[config.mk]
export PLATFORM = sky130hd
export DESIGN_NAME = qdar_ctrl
export DESIGN_NICKNAME = d
export VERILOG_FILES = /design/src/rtl/qdar_pkg.sv /design/src/rtl/qdar_ctrl.sv
export SDC_FILE = /design/constraint.sdc
export NUM_CORES = 1
export LEC_CHECK = 0
export ABC_AREA = 1
export BUFFER_PORTS_ARGS = -buffer_cell sky130_fd_sc_hd__buf_2
export CAP_MARGIN = 10
export CORE_MARGIN = 2
export CORE_UTILIZATION = 44
export CTS_BUF_LIST = sky130_fd_sc_hd__clkbuf_16
export CTS_CLUSTER_SIZE = 40
export DETAILED_ROUTE_END_ITERATION = 8
export MAX_ROUTING_LAYER = met4
export PLACE_DENSITY = 0.7
export SLEW_MARGIN = 20
export SYNTH_ARGS = -nofsm -noshare
export SYNTH_HDL_FRONTEND = slang
export SYNTH_SLANG_ARGS = --single-unit
[constraint.sdc]
create_clock -name clk -period 2.3 [get_ports clk]
set_input_delay 0.345 -clock clk [delete_from_list [all_inputs] [get_ports clk]]
set_output_delay 0.345 -clock clk [all_outputs]
set_load 0.1 [all_outputs]
[src/rtl/qdar_pkg.sv]
package qdar_pkg;

  localparam int QUAT_W     = 16;
  localparam int STAMP_W    = 40;
  localparam int DATA_W     = 32;
  localparam int COV_OUT_W  = 48;
  localparam int MUL_W      = 35;
  localparam int PROD_W     = 2 * MUL_W;
  localparam int ACC_W      = 80;
  localparam int DIV_W      = 72;
  localparam int SQRT_IN_W  = 62;
  localparam int ROOT_W     = 31;
  localparam int VA_W       = 31;
  localparam int XY_W       = 64;
  localparam int Z_W        = 36;
  localparam int R_W        = 54;
  localparam int U_W        = 25;
  localparam int MUL_SPLIT  = 34;
  localparam int RATE_SHIFT = 39;
  localparam int CORDIC_STEPS = 32;
  localparam int CNT_W      = 7;

  localparam int SQRT_STEPS = SQRT_IN_W / 2;
  localparam int QMUL_TERMS = 16;

  localparam int ADDR_W = 3;
  localparam logic [0:0] REG_DIFF_MODE = 1'b0;

  localparam logic signed [QUAT_W-1:0] Q_ONE     = 16'sd16384;
  localparam logic signed [QUAT_W-1:0] Q_NEG_ONE = -16'sd16384;

  localparam logic [MUL_W-1:0] US_PER_S = MUL_W'(1000000);
  localparam logic [40:0]      COV_GAIN = 41'd2000000000000;

  typedef struct packed {
    logic signed [QUAT_W-1:0]  quat_x;
    logic signed [QUAT_W-1:0]  quat_y;
    logic signed [QUAT_W-1:0]  quat_z;
    logic signed [QUAT_W-1:0]  quat_w;
    logic        [STAMP_W-1:0] stamp_us;
    logic signed [DATA_W-1:0]  cov_first;
    logic signed [DATA_W-1:0]  cov_second;
    logic signed [DATA_W-1:0]  cov_third;
    logic signed [DATA_W-1:0]  rate_in_x;
    logic signed [DATA_W-1:0]  rate_in_y;
    logic signed [DATA_W-1:0]  rate_in_z;
  } sample_t;

  typedef struct packed {
    logic        [STAMP_W-1:0]   out_stamp_us;
    logic signed [DATA_W-1:0]    rate_out_x;
    logic signed [DATA_W-1:0]    rate_out_y;
    logic signed [DATA_W-1:0]    rate_out_z;
    logic signed [COV_OUT_W-1:0] rate_cov_x;
    logic signed [COV_OUT_W-1:0] rate_cov_y;
    logic signed [COV_OUT_W-1:0] rate_cov_z;
  } result_t;

  typedef enum logic [4:0] {
    OP_NONE,
    OP_LOAD,
    OP_COMMIT,
    OP_QMUL,
    OP_QFIN,
    OP_NORM,
    OP_SQ,
    OP_SQRT_INIT,
    OP_SQRT,
    OP_CORDIC_INIT,
    OP_CORDIC,
    OP_ZMUL,
    OP_DIV_R_INIT,
    OP_DIV_U_INIT,
    OP_DIV_C_INIT,
    OP_DIV_C2_INIT,
    OP_DIV,
    OP_SAVE_R,
    OP_UMUL_LO,
    OP_UMUL_HI,
    OP_RATE_SAT,
    OP_RATE_ZERO,
    OP_CMUL_LO,
    OP_CMUL_HI,
    OP_COV_SAT,
    OP_EMIT,
    OP_EMIT_DIRECT
  } dp_op_t;

  typedef struct packed {
    dp_op_t           op;
    logic [CNT_W-1:0] idx;
    logic [1:0]       sel;
  } dp_cmd_t;

  typedef struct packed {
    logic cov_neg;
    logic have_prev;
    logic dt_zero;
    logic vmax_zero;
    logic norm_done;
    logic out_free;
  } dp_status_t;

  typedef enum logic [2:0] {
    T_NONE,
    T_DQ,
    T_SUM,
    T_SET,
    T_ADDHI
  } tag_kind_t;

  typedef struct packed {
    tag_kind_t  kind;
    logic [1:0] comp;
    logic       neg;
  } ptag_t;

  typedef struct packed {
    logic [1:0] pi;
    logic [1:0] ci;
    logic       neg;
  } qterm_t;

  typedef logic [CORDIC_STEPS-1:0][31:0] atan_lut_t;

  // One term of conj(p) * c; the destination component is the upper two index bits.
  function automatic qterm_t qterm(input logic [3:0] k);
    qterm_t t;
    case (k)
      4'd0:    t = '{pi: 2'd3, ci: 2'd0, neg: 1'b0};
      4'd1:    t = '{pi: 2'd0, ci: 2'd3, neg: 1'b1};
      4'd2:    t = '{pi: 2'd1, ci: 2'd2, neg: 1'b1};
      4'd3:    t = '{pi: 2'd2, ci: 2'd1, neg: 1'b0};
      4'd4:    t = '{pi: 2'd3, ci: 2'd1, neg: 1'b0};
      4'd5:    t = '{pi: 2'd0, ci: 2'd2, neg: 1'b0};
      4'd6:    t = '{pi: 2'd1, ci: 2'd3, neg: 1'b1};
      4'd7:    t = '{pi: 2'd2, ci: 2'd0, neg: 1'b1};
      4'd8:    t = '{pi: 2'd3, ci: 2'd2, neg: 1'b0};
      4'd9:    t = '{pi: 2'd0, ci: 2'd1, neg: 1'b1};
      4'd10:   t = '{pi: 2'd1, ci: 2'd0, neg: 1'b0};
      4'd11:   t = '{pi: 2'd2, ci: 2'd3, neg: 1'b1};
      4'd12:   t = '{pi: 2'd3, ci: 2'd3, neg: 1'b0};
      4'd13:   t = '{pi: 2'd0, ci: 2'd0, neg: 1'b0};
      4'd14:   t = '{pi: 2'd1, ci: 2'd1, neg: 1'b0};
      default: t = '{pi: 2'd2, ci: 2'd2, neg: 1'b0};
    endcase
    return t;
  endfunction

  function automatic logic signed [QUAT_W-1:0] clamp_q(input logic signed [QUAT_W-1:0] v);
    logic signed [QUAT_W-1:0] r;
    r = v;
    if (v > Q_ONE) r = Q_ONE;
    if (v < Q_NEG_ONE) r = Q_NEG_ONE;
    return r;
  endfunction

  // Step angles atan(2^-k) in units of 2^-32 rad, from the alternating series in Q0.62.
  function automatic atan_lut_t build_atan();
    atan_lut_t   lut;
    logic [63:0] acc;
    logic [63:0] term;
    int          e;
    for (int k = 0; k < CORDIC_STEPS; k++) begin
      acc = '0;
      for (int j = 0; j < 32; j++) begin
        e = k * (2 * j + 1);
        if (k != 0 && e <= 62) begin
          term = (64'd1 << (62 - e)) / 64'(2 * j + 1);
          if (j % 2 == 1) acc = acc - term;
          else acc = acc + term;
        end
      end
      if (k == 0) lut[k] = 32'd3373259426;
      else lut[k] = 32'((acc + (64'd1 << 29)) >> 30);
    end
    return lut;
  endfunction

  localparam atan_lut_t ATAN_LUT = build_atan();

endpackage

[src/rtl/qdar_ctrl.sv]
module qdar_ctrl (
  input  logic                   clk,
  input  logic                   rst,
  input  logic                   sample_valid,
  input  logic                   differential_mode,
  input  qdar_pkg::dp_status_t   status,
  output qdar_pkg::dp_cmd_t      cmd,
  output logic                   busy
);

  typedef enum logic [27:0] {
    S_IDLE        = 28'h0000001,
    S_DECIDE      = 28'h0000002,
    S_CHKDT       = 28'h0000004,
    S_QMUL        = 28'h0000008,
    S_QFIN        = 28'h0000010,
    S_NORM        = 28'h0000020,
    S_SQ          = 28'h0000040,
    S_SQRT_INIT   = 28'h0000080,
    S_SQRT        = 28'h0000100,
    S_CORD_INIT   = 28'h0000200,
    S_CORDIC      = 28'h0000400,
    S_ZMUL        = 28'h0000800,
    S_RDIV_INIT   = 28'h0001000,
    S_RDIV        = 28'h0002000,
    S_SAVE_R      = 28'h0004000,
    S_UDIV_INIT   = 28'h0008000,
    S_UDIV        = 28'h0010000,
    S_UMUL        = 28'h0020000,
    S_RSAT        = 28'h0040000,
    S_RZERO       = 28'h0080000,
    S_CMUL        = 28'h0100000,
    S_CDIV1_INIT  = 28'h0200000,
    S_CDIV1       = 28'h0400000,
    S_CDIV2_INIT  = 28'h0800000,
    S_CDIV2       = 28'h1000000,
    S_CSAT        = 28'h2000000,
    S_EMIT        = 28'h4000000,
    S_EMIT_D      = 28'h8000000
  } state_t;

  localparam logic [qdar_pkg::CNT_W-1:0] DIV_LAST  = qdar_pkg::CNT_W'(qdar_pkg::DIV_W - 1);
  localparam logic [qdar_pkg::CNT_W-1:0] QMUL_LAST = qdar_pkg::CNT_W'(qdar_pkg::QMUL_TERMS);
  localparam logic [qdar_pkg::CNT_W-1:0] SQRT_LAST =
    qdar_pkg::CNT_W'(qdar_pkg::SQRT_STEPS - 1);
  localparam logic [qdar_pkg::CNT_W-1:0] CORD_LAST =
    qdar_pkg::CNT_W'(qdar_pkg::CORDIC_STEPS - 1);

  state_t                    state, state_next;
  logic [qdar_pkg::CNT_W-1:0] cnt, cnt_next;
  logic [1:0]                ci, ci_next;

  always_ff @(posedge clk) begin
    if (rst) begin
      state <= S_IDLE;
      cnt   <= '0;
      ci    <= '0;
    end else begin
      state <= state_next;
      cnt   <= cnt_next;
      ci    <= ci_next;
    end
  end

  always_comb begin
    state_next = state;
    cnt_next   = cnt + 1'b1;
    ci_next    = ci;
    cmd.op     = qdar_pkg::OP_NONE;
    cmd.idx    = cnt;
    cmd.sel    = ci;
    unique case (state)
      S_IDLE: begin
        cnt_next = '0;
        if (sample_valid) begin
          cmd.op     = qdar_pkg::OP_LOAD;
          state_next = S_DECIDE;
        end
      end
      S_DECIDE: begin
        cnt_next = '0;
        if (!differential_mode) begin
          state_next = S_EMIT_D;
        end else if (status.cov_neg) begin
          state_next = S_IDLE;
        end else begin
          cmd.op     = qdar_pkg::OP_COMMIT;
          state_next = status.have_prev ? S_CHKDT : S_IDLE;
        end
      end
      S_CHKDT: begin
        cnt_next   = '0;
        state_next = status.dt_zero ? S_IDLE : S_QMUL;
      end
      S_QMUL: begin
        if (cnt != QMUL_LAST) cmd.op = qdar_pkg::OP_QMUL;
        if (cnt == QMUL_LAST) begin
          cnt_next   = '0;
          state_next = S_QFIN;
        end
      end
      S_QFIN: begin
        cmd.op     = qdar_pkg::OP_QFIN;
        cnt_next   = '0;
        state_next = S_NORM;
      end
      S_NORM: begin
        cnt_next = '0;
        if (status.vmax_zero) state_next = S_RZERO;
        else if (status.norm_done) state_next = S_SQ;
        else cmd.op = qdar_pkg::OP_NORM;
      end
      S_SQ: begin
        if (cnt != 7'd3) cmd.op = qdar_pkg::OP_SQ;
        else begin
          cnt_next   = '0;
          state_next = S_SQRT_INIT;
        end
      end
      S_SQRT_INIT: begin
        cmd.op     = qdar_pkg::OP_SQRT_INIT;
        cnt_next   = '0;
        state_next = S_SQRT;
      end
      S_SQRT: begin
        cmd.op = qdar_pkg::OP_SQRT;
        if (cnt == SQRT_LAST) begin
          cnt_next   = '0;
          state_next = S_CORD_INIT;
        end
      end
      S_CORD_INIT: begin
        cmd.op     = qdar_pkg::OP_CORDIC_INIT;
        cnt_next   = '0;
        state_next = S_CORDIC;
      end
      S_CORDIC: begin
        cmd.op = qdar_pkg::OP_CORDIC;
        if (cnt == CORD_LAST) begin
          cnt_next   = '0;
          state_next = S_ZMUL;
        end
      end
      S_ZMUL: begin
        if (cnt == 7'd0) cmd.op = qdar_pkg::OP_ZMUL;
        else begin
          cnt_next   = '0;
          state_next = S_RDIV_INIT;
        end
      end
      S_RDIV_INIT: begin
        cmd.op     = qdar_pkg::OP_DIV_R_INIT;
        cnt_next   = '0;
        state_next = S_RDIV;
      end
      S_RDIV: begin
        cmd.op = qdar_pkg::OP_DIV;
        if (cnt == DIV_LAST) begin
          cnt_next   = '0;
          state_next = S_SAVE_R;
        end
      end
      S_SAVE_R: begin
        cmd.op     = qdar_pkg::OP_SAVE_R;
        cnt_next   = '0;
        ci_next    = '0;
        state_next = S_UDIV_INIT;
      end
      S_UDIV_INIT: begin
        cmd.op     = qdar_pkg::OP_DIV_U_INIT;
        cnt_next   = '0;
        state_next = S_UDIV;
      end
      S_UDIV: begin
        cmd.op = qdar_pkg::OP_DIV;
        if (cnt == DIV_LAST) begin
          cnt_next   = '0;
          state_next = S_UMUL;
        end
      end
      S_UMUL: begin
        if (cnt == 7'd0) cmd.op = qdar_pkg::OP_UMUL_LO;
        else if (cnt == 7'd1) cmd.op = qdar_pkg::OP_UMUL_HI;
        else begin
          cnt_next   = '0;
          state_next = S_RSAT;
        end
      end
      S_RSAT: begin
        cmd.op   = qdar_pkg::OP_RATE_SAT;
        cnt_next = '0;
        if (ci == 2'd2) begin
          ci_next    = '0;
          state_next = S_CMUL;
        end else begin
          ci_next    = ci + 1'b1;
          state_next = S_UDIV_INIT;
        end
      end
      S_RZERO: begin
        cmd.op     = qdar_pkg::OP_RATE_ZERO;
        cnt_next   = '0;
        ci_next    = '0;
        state_next = S_CMUL;
      end
      S_CMUL: begin
        if (cnt == 7'd0) cmd.op = qdar_pkg::OP_CMUL_LO;
        else if (cnt == 7'd1) cmd.op = qdar_pkg::OP_CMUL_HI;
        else begin
          cnt_next   = '0;
          state_next = S_CDIV1_INIT;
        end
      end
      S_CDIV1_INIT: begin
        cmd.op     = qdar_pkg::OP_DIV_C_INIT;
        cnt_next   = '0;
        state_next = S_CDIV1;
      end
      S_CDIV1: begin
        cmd.op = qdar_pkg::OP_DIV;
        if (cnt == DIV_LAST) begin
          cnt_next   = '0;
          state_next = S_CDIV2_INIT;
        end
      end
      S_CDIV2_INIT: begin
        cmd.op     = qdar_pkg::OP_DIV_C2_INIT;
        cnt_next   = '0;
        state_next = S_CDIV2;
      end
      S_CDIV2: begin
        cmd.op = qdar_pkg::OP_DIV;
        if (cnt == DIV_LAST) begin
          cnt_next   = '0;
          state_next = S_CSAT;
        end
      end
      S_CSAT: begin
        cmd.op   = qdar_pkg::OP_COV_SAT;
        cnt_next = '0;
        if (ci == 2'd2) begin
          ci_next    = '0;
          state_next = S_EMIT;
        end else begin
          ci_next    = ci + 1'b1;
          state_next = S_CMUL;
        end
      end
      S_EMIT: begin
        cnt_next = '0;
        if (status.out_free) begin
          cmd.op     = qdar_pkg::OP_EMIT;
          state_next = S_IDLE;
        end
      end
      S_EMIT_D: begin
        cnt_next = '0;
        if (status.out_free) begin
          cmd.op     = qdar_pkg::OP_EMIT_DIRECT;
          state_next = S_IDLE;
        end
      end
      default: begin
        cnt_next   = '0;
        state_next = S_IDLE;
      end
    endcase
  end

  assign busy = (state != S_IDLE);

endmodule

# Word-level counts from Yosys, hierarchy flattened
# Index checks and enable logic that the tools add are counted.
# totals
register_bits	37
input_bits	10
out_inout_bits	15
elab_cells	116
# op_classes
n_addsub	2
n_eq_ne	53
mux	50
n_reduce_logical	8
# ops
operator	count
$pmux W28 S27	1
$mux W28	18
$pmux W5 S24	1
$mux W7	8
$pmux W7 S7	1
$mux W5	6
$eq A28 B1 Y1 const B	1
$eq A28 B10 Y1 const B	1
$eq A28 B11 Y1 const B	1
$eq A28 B12 Y1 const B	1
$eq A28 B13 Y1 const B	1
$eq A28 B14 Y1 const B	1
$eq A28 B15 Y1 const B	1
$eq A28 B16 Y1 const B	1
$eq A28 B17 Y1 const B	1
$eq A28 B18 Y1 const B	1
$eq A28 B19 Y1 const B	1
$eq A28 B2 Y1 const B	1
$eq A28 B20 Y1 const B	1
$eq A28 B21 Y1 const B	1
$eq A28 B22 Y1 const B	1
$eq A28 B23 Y1 const B	1
$eq A28 B24 Y1 const B	1
$eq A28 B25 Y1 const B	1
34 further kinds	60

# Depth between registers and ports, before layout
# Gate-level depths: netlist (run 1).
# logic_depth
depth_word	4
mapped_depth	16
mapped_depth_nobuf	15

# Worst setup path before layout (run 1)
# No wires, ideal clock.
# synth_timing
path_type	reg-to-output
from	reg cnt[0] in the netlist's numbering
to	out cmd[9] in the netlist's numbering
arrival_ns	3.023
t_required_ns	1.955
setup_slack_ns	-1.068
stages_incl_launch_ff	6
path_buffers	0
path_cell_list	dfxtp_1 ha_1 nand2_1 nor2_1 nand2_1 o211ai_1
# synth_lines
element	line_no	text
from (decl)	qdar_ctrl.sv:50	logic [qdar_pkg::CNT_W-1:0] cnt, cnt_next;
from (signal assigned)	qdar_ctrl.sv:60	cnt <= cnt_next;
to (decl)	qdar_ctrl.sv:7	output qdar_pkg::dp_cmd_t cmd,

==> flow_summary_export.csv, run 1 <==
group,metric,value,unit
floorplan,die_h,85.8,um
setup_path,endpoint_kind,"primary output",
synth,synth_ff_type,"dfxtp_1",
clock_tree,clk_latency,0.29,ns
timing,period_needed,2.52,ns
setup_path,reg2reg_from,"state[17]",
timing,tightestPinTransition,0.516,ns
setup_path,slowest_delay,0.35,ns
route,dr.pass1.iters,5,
placement,place.detailed.hpwl,6.73,mm
synth,yosysUniqueCellTypes,33,
pwr,power.clock.fraction,11.4,%
global_routing,met2_usage,43.2,%
pwr,leakage,2.14,nW
floorplan,rows,29,
timing,setup_viol,5,
timing,slew_headroom,65.3,%
pwr,internal_power,2.81,mW
timing,drv_slew,0,
min_path,hold_end,"state[26]",
floorplan,start_util,45.8,%
timing,tns,-0.947,ns
global_routing,grt_usage,26.4,%
setup_path,rr_worst_depth,18,
synth,ys_async_sr_fraction,0,%
setup_path,path_max_fanout,6,
global_routing,grt_use_met1,33.8,%
clock_tree,path_clk_slew,0.06,ns
timing,max_freq,396,MHz
route,drc,0,
cells_and_area,drive_gt1_share,36.5,%
clock_tree,htree_levels,2,
pwr,swShare,52.1,%
setup_path,rr_endpoint,"state[10]",
timing,rsz0062_at_grt,"true",
setup_path,cp_common_cell,"nand2_4",
synth,yosysSeqAreaShare,25.2,%
clock_tree,clockBufferDepth,2,
placement,dp_cells,607,
min_path,min_from,"rst",
timing,fin_worst_skew,0.00530,ns
floorplan,dieArea,0.00736,mm^2
setup_path,required,1.96,ns
synth,synthCells,498,
pwr,comb_power_share,74.0,%
synth,ys_seq_elements,37,
clock_tree,cts_sinks,37,
route,drt-initial-drc-count,325,
timing,hold_viol_final,0,
global_routing,grt_overflow,0,
timing,period_share,110,%
route,finalWirelength,9.77,mm
global_routing,gr-usage-met3,3.18,%
synth,yosys_warnings,0,
setup_path,crit_start,"state[17]",
cells_and_area,nets,575,
setup_path,cpMaxStageDelayCell,"dfxtp_4",
min_path,hold_path_depth,2,
cells_and_area,final_cells,639,
floorplan,ios,25,
route,ant_nets,0,
cells_and_area,area_growth,40.8,%
pwr,vdd_ir_drop_max,1.05,mV
synth,synthesis.nets,512,
cells_and_area,antenna_cells,0,
pwr,powerDensity,1410,mW/mm^2
synth,yosysTopAreaCellShare,25.2,%
setup_path,cp_cell_sequence,"nor2_4 > nand2_4 > inv_4 > nand2_4 > nor2_4 > buf_12 > nand4_1 > buf_4 > nand2_4 > nor3_4 > nand2_2 > buf_12",
outcome,violations,"negative setup slack",
pwr,power_frac_seq,14.6,%
placement,gp_congestion,0.989,
route,vias,3522,
setup_path,cp.arrival,2.18,ns
route,vias_per_cell,5.51,
clock_tree,hold_buffers,0,
setup_path,r2r_slack,0.02,ns
clock_tree,tritoncts,"yes",
clock_tree,numCtsBuffers,5,
run,max_cap_viol_count,0,
outcome,status,"complete, but fails checks",
global_routing,antenna_found_initial,0,
floorplan,die-width,85.8,um
min_path,hold_path.class,"primary input to register",
synth,netlist_top_cells_area,"dfxtp_1 25%, nand2_1 14%, nor2_1 13%, inv_1 9.7%, nand3_1 8.5%",
setup_path,cp-start-kind,"register",
clock_tree,clock-root-buffer,"clkbuf_16",
synth,synth-edff-count,0,
global_routing,grt_pass1_wl,15.2,mm
global_routing,first_global_vias,3264,
synth,synth_area,0.00294,mm^2
global_routing,grt-busiest-layer,"met2",
timing,worst_slack,-0.223,ns
route,wl_per_cell,15.3,um
floorplan,coreArea,0.00642,mm^2
synth,synth_top_area_cell,"dfxtp_1",
pwr,power.switching,3.05,mW
synth,syn_area_per_cell,5.91,um^2
placement,portBuffers,24,
setup_path,critPathKind,"register to primary output",
global_routing,grt_start_max_net_pins,25,
==> critical path: cells and delay by family, from the launching register on <==
kind,cells,cell delay [ns]
AND/OR/NAND/NOR,8,0.88
flip-flops,1,0.35
buffers and inverters,4,0.64
==> worst max path at each step <==
stage / endpoint / slack [ns] / cells after the start
floorplan: cmd[9] / -0.64 / 8
global placement: cmd[13] / 0.14 / 12
detailed placement: cmd[13] / 0.08 / 12
CTS: cmd[9] / -0.13 / 12
global route: cmd[9] / -0.29 / 11
finish: cmd[11] / -0.22 / 12
==> synth_stat cells (7+ instances only) <==
library cell and instances:
nand2_2 7, nand3_1 50, nor3_1 15, a21oi_1 14, nand4_1 13, inv_1 76
nand2_1 106, nor2_2 13, o21ai_0 7, dfxtp_1 37, nor2_1 102, buf_6 8
inv_2 8
==> power by group through the flow <==
stage / registers [mW] / clock network, mW / logic, mW
CTS: 0.831 / 0.675 / 3.55
floorplan: 0.820 / 0 / 2.44
finish: 0.856 / 0.670 / 4.33
global route: 0.866 / 0.707 / 4.60
detailed placement: 0.833 / 0 / 3.16
global placement: 0.830 / 0 / 3.13
==> per-stage QoR <==
stage / util [%] / hold WS (ns) / worst slack [ns] / cell area [um^2] / total power [mW]
finish: 64.5 / 0.331 / -0.223 / 4140 / 5.86
global route: 64.5 / 0.367 / -0.291 / 4140 / 6.17
CTS: 58.3 / 0.338 / -0.133 / 3740 / 5.05
detailed placement: 52.9 / 0.450 / 0.0761 / 3390 / 3.99
global placement: 52.9 / 0.443 / 0.141 / 3390 / 3.96
floorplan: - / 0.414 / -0.643 / 3040 / 3.26
==> area by class of cell <==
type	count	area [um^2]
inverter	84	328
sequential	37	807
clock inverter	3	13.8
tap	77	96.3
timing repair buffer	65	586
fill	521	2280
clock buffer	5	125
multi-input combinational	368	2190
==> registers in the layout, indices dropped and copies added, names as in the netlist <==
| name | flops |
|---|---|
| cnt | 7 |
| state | 28 |
| ci | 2 |
==> routing by layer <==
layer / share of wire [%] / routed length (um)
met4: 3.2 / 309
met5: 0 / 0
met3: 6.8 / 669
met2: 47 / 4600
met1: 43 / 4190
==> repair_timing <==
action / in CTS / in global routing
pin swaps: 6 / 27
resized for setup: 34 / 74
buffers inserted: 9 / 13
gates cloned: 1 / 2
setup endpoints to repair: 5 / 31
==> logic make-up after synthesis <==
group                    Yosys count  synth area share [%]
AO/OA/AOI/OAI                     27                  5.06
XOR/XNOR                           3                 0.893
adder cells (fa/ha/maj)            4                  1.70
buffers and inverters             94                  14.0
flip-flops                        37                  25.2
AND/OR/NAND/NOR                  333                  53.1
==> layout by cell type, fill, tap and decap left out, drive strengths merged, types with 4 or more instances in the layout <==
cell    synthesis  layout
nand3          52      52
ha              4       4
nand4          14      14
nor2          119     119
nor3           16      16
a21oi          15      15
nand2         118     119
nand3b          6       6
dfxtp          37      37
buf             9      63
inv            84      85
clkbuf          1       7
o21ai           8       8
Note: power is estimated with default switching activity, not from simulation.
==> run 2, diff against run 1 <==
- CELL_PAD_IN_SITES_DETAIL_PLACEMENT: default -> 0
- CELL_PAD_IN_SITES_GLOBAL_PLACEMENT: default -> 1
- CORE_UTILIZATION: 44 -> 42
- PLACE_DENSITY: 0.7 -> 0.89
- SLEW_MARGIN: 20 -> default
==> run 2 against run 1 <==
  * The run still ends with negative setup slack left
  * Largest cell class unchanged
  * Via count shrank 2.7%
  * Global-route usage grew 0.68 points
  * Cell area grew 0.36%
  * Utilization shrank 3.3 points
  * Non-clock buffer count grew 7
  * Sequential share of layout area is essentially flat
  * Sequential power shrank 0.5%
  * Clock power shrank 3.0%
  * Die area grew 4.5%
  * Critical endpoint is now cmd[12]
  * Critical path depth is the same
==> flow_summary_export.csv, run 2 (synthesized netlist as in run 1, its figures left out) <==
group,metric,value,unit
outcome,status,"complete, but fails checks",
outcome,violations,"negative setup slack",
cells_and_area,layout_common_cells,"92 x nand2_1, 82 x nor2_1, 72 x inv_1",
floorplan,start_util,43.3,%
route,vias_per_cell,5.17,
setup_path,path_max_fanout,6,
floorplan,coreArea,0.00679,mm^2
placement,gp_congestion,0.980,
route,wl_per_cell,14.9,um
timing,slew_headroom,66.8,%
timing,rsz0062_at_grt,"true",
clock_tree,hold_buffers,0,
timing,worst_slack,-0.154,ns
cells_and_area,antenna_cells,0,
floorplan,dieArea,0.00769,mm^2
cells_and_area,area_growth,41.3,%
timing,period_needed,2.45,ns
floorplan,die_h,87.7,um
route,drt-initial-drc-count,232,
route,drc,0,
floorplan,die-width,87.7,um
cells_and_area,final_cells,663,
setup_path,r2r_slack,0.10,ns
setup_path,cp-start-kind,"register",
global_routing,grt_overflow,0,
cells_and_area,mostFrequentLayoutCell,"nand2_1",
cells_and_area,largest_reg_flops,28,
timing,drv_slew,0,
timing,hold_viol_final,0,
route,finalWirelength,9.86,mm
clock_tree,numCtsBuffers,5,
cells_and_area,drive_gt1_share,37.4,%
setup_path,endpoint_kind,"primary output",
clock_tree,cts_sinks,37,
pwr,swShare,51.9,%
timing,whs,0.337,ns
timing,fin_worst_skew,0.00633,ns
cells_and_area,fillerInstances,599,
cells_and_area,largest-register,"state",
clock_tree,clk_latency,0.28,ns
route,ant_nets,0,
pwr,powerDensity,1380,mW/mm^2
setup_path,cp.arrival,2.11,ns
timing,setup_viol,5,
placement,portBuffers,24,
min_path,hold_path.class,"primary input to register",
clock_tree,clock-root-buffer,"clkbuf_16",
pwr,leakage,2.15,nW
run,max_cap_viol_count,0,
global_routing,grt_pass1_wl,15.6,mm
cells_and_area,nets,581,
global_routing,grt_usage,27.0,%
setup_path,critPathKind,"register to primary output",
route,vias,3427,
global_routing,grt_start_max_net_pins,25,
placement,dp_cells,629,
placement,place.detailed.hpwl,6.92,mm
timing,tns,-0.517,ns
pwr,vdd_ir_drop_max,0.577,mV
floorplan,rows,30,
timing,tightestPinTransition,0.494,ns
pwr,power_frac_seq,14.8,%
clock_tree,path_clk_slew,0.05,ns
global_routing,first_global_vias,3303,
route,dr.pass1.iters,5,
clock_tree,htree_levels,2,
timing,period_share,107,%
clock_tree,clockBufferDepth,2,
timing,max_freq,408,MHz
pwr,comb_power_share,73.9,%
floorplan,ios,25,
setup_path,required,1.96,ns
cells_and_area,reg_top3,"state (28), cnt (7), ci (2)",
pwr,power.switching,2.98,mW
clock_tree,tritoncts,"yes",
pwr,power.clock.fraction,11.3,%
pwr,internal_power,2.76,mW
global_routing,antenna_found_initial,0,
==> run 2: cell count changes in the layout (fill, tap and decap cells not counted), sizes merged <==
cell	before	now
buf	63	71
clkinv	2	0
clkbuf	7	6
inv	85	86
nand2	119	118
==> run 2: what timing repair did <==
action	4_1_cts	5_1_grt
endpoints found under the setup margin	5	30
resized for setup	79	27
setup buffers	15	12
pin swaps	18	14
gates cloned	2	0
==> run 2: power by group through the flow <==
stage	Sequential [mW]	Combinational, mW	Clock [mW]
2_1_floorplan	0.820	2.44	0
3_3_place_gp	0.828	3.09	0
3_5_place_dp	0.831	3.10	0
4_1_cts	0.849	3.92	0.654
5_1_grt	0.862	4.53	0.682
6_report	0.852	4.25	0.650
==> run 2: area by class of cell <==
cell class / instances / area, um^2 / share of cell area (%)
Inverter: 84 / 328 / 7.88
Tap cell: 96 / 120 / 2.89
Timing Repair Buffer: 72 / 617 / 14.8
Multi-Input combinational cell: 367 / 2150 / 51.7
Clock buffer: 5 / 125 / 3.01
Sequential cell: 37 / 810 / 19.5
Clock inverter: 2 / 7.51 / 0.181
==> run 2: layer usage <==
metal  wire length (um)  GRT usage, %  vias to the layer above
met5                  0             -                        -
met4                320          9.93                        0
met3                573          3.77                       29
met2               4730          45.6                      130
met1               4240          32.7                     1571
li1                   -             -                     1697
==> run 2: final timing paths <==
path          endpoint       from  cells past startpoint
min          state[24]        rst                      2
max            cmd[12]  state[19]                     12
max reg2reg  state[10]  state[16]                     17
min reg2reg     cnt[0]     cnt[0]                      1
==> run 2: critical path, cell delays in order (launching register included) <==
cell and delay, ns:
dfxtp_2 0.36, nor2_4 0.05, nand2_4 0.10, inv_4 0.04
nand2_4 0.07, nor2_4 0.06, buf_12 0.14, buf_4 0.13
nand3_4 0.06, nand2_1 0.12, nor4_4 0.38, nand3_4 0.12
buf_12 0.19
==> run 2: metrics by stage <==
step           cell area, um^2  total power [mW]  setup slack [ns]  util (%)
6_report                  4160              5.75            -0.154      61.2
5_1_grt                   4160              6.08            -0.217      61.2
4_1_cts                   3990              5.43           -0.0966      58.8
3_5_place_dp              3430              3.93            0.0362      50.5
3_3_place_gp              3430              3.91           -0.0300      50.5
2_1_floorplan             3040              3.26            -0.643         -
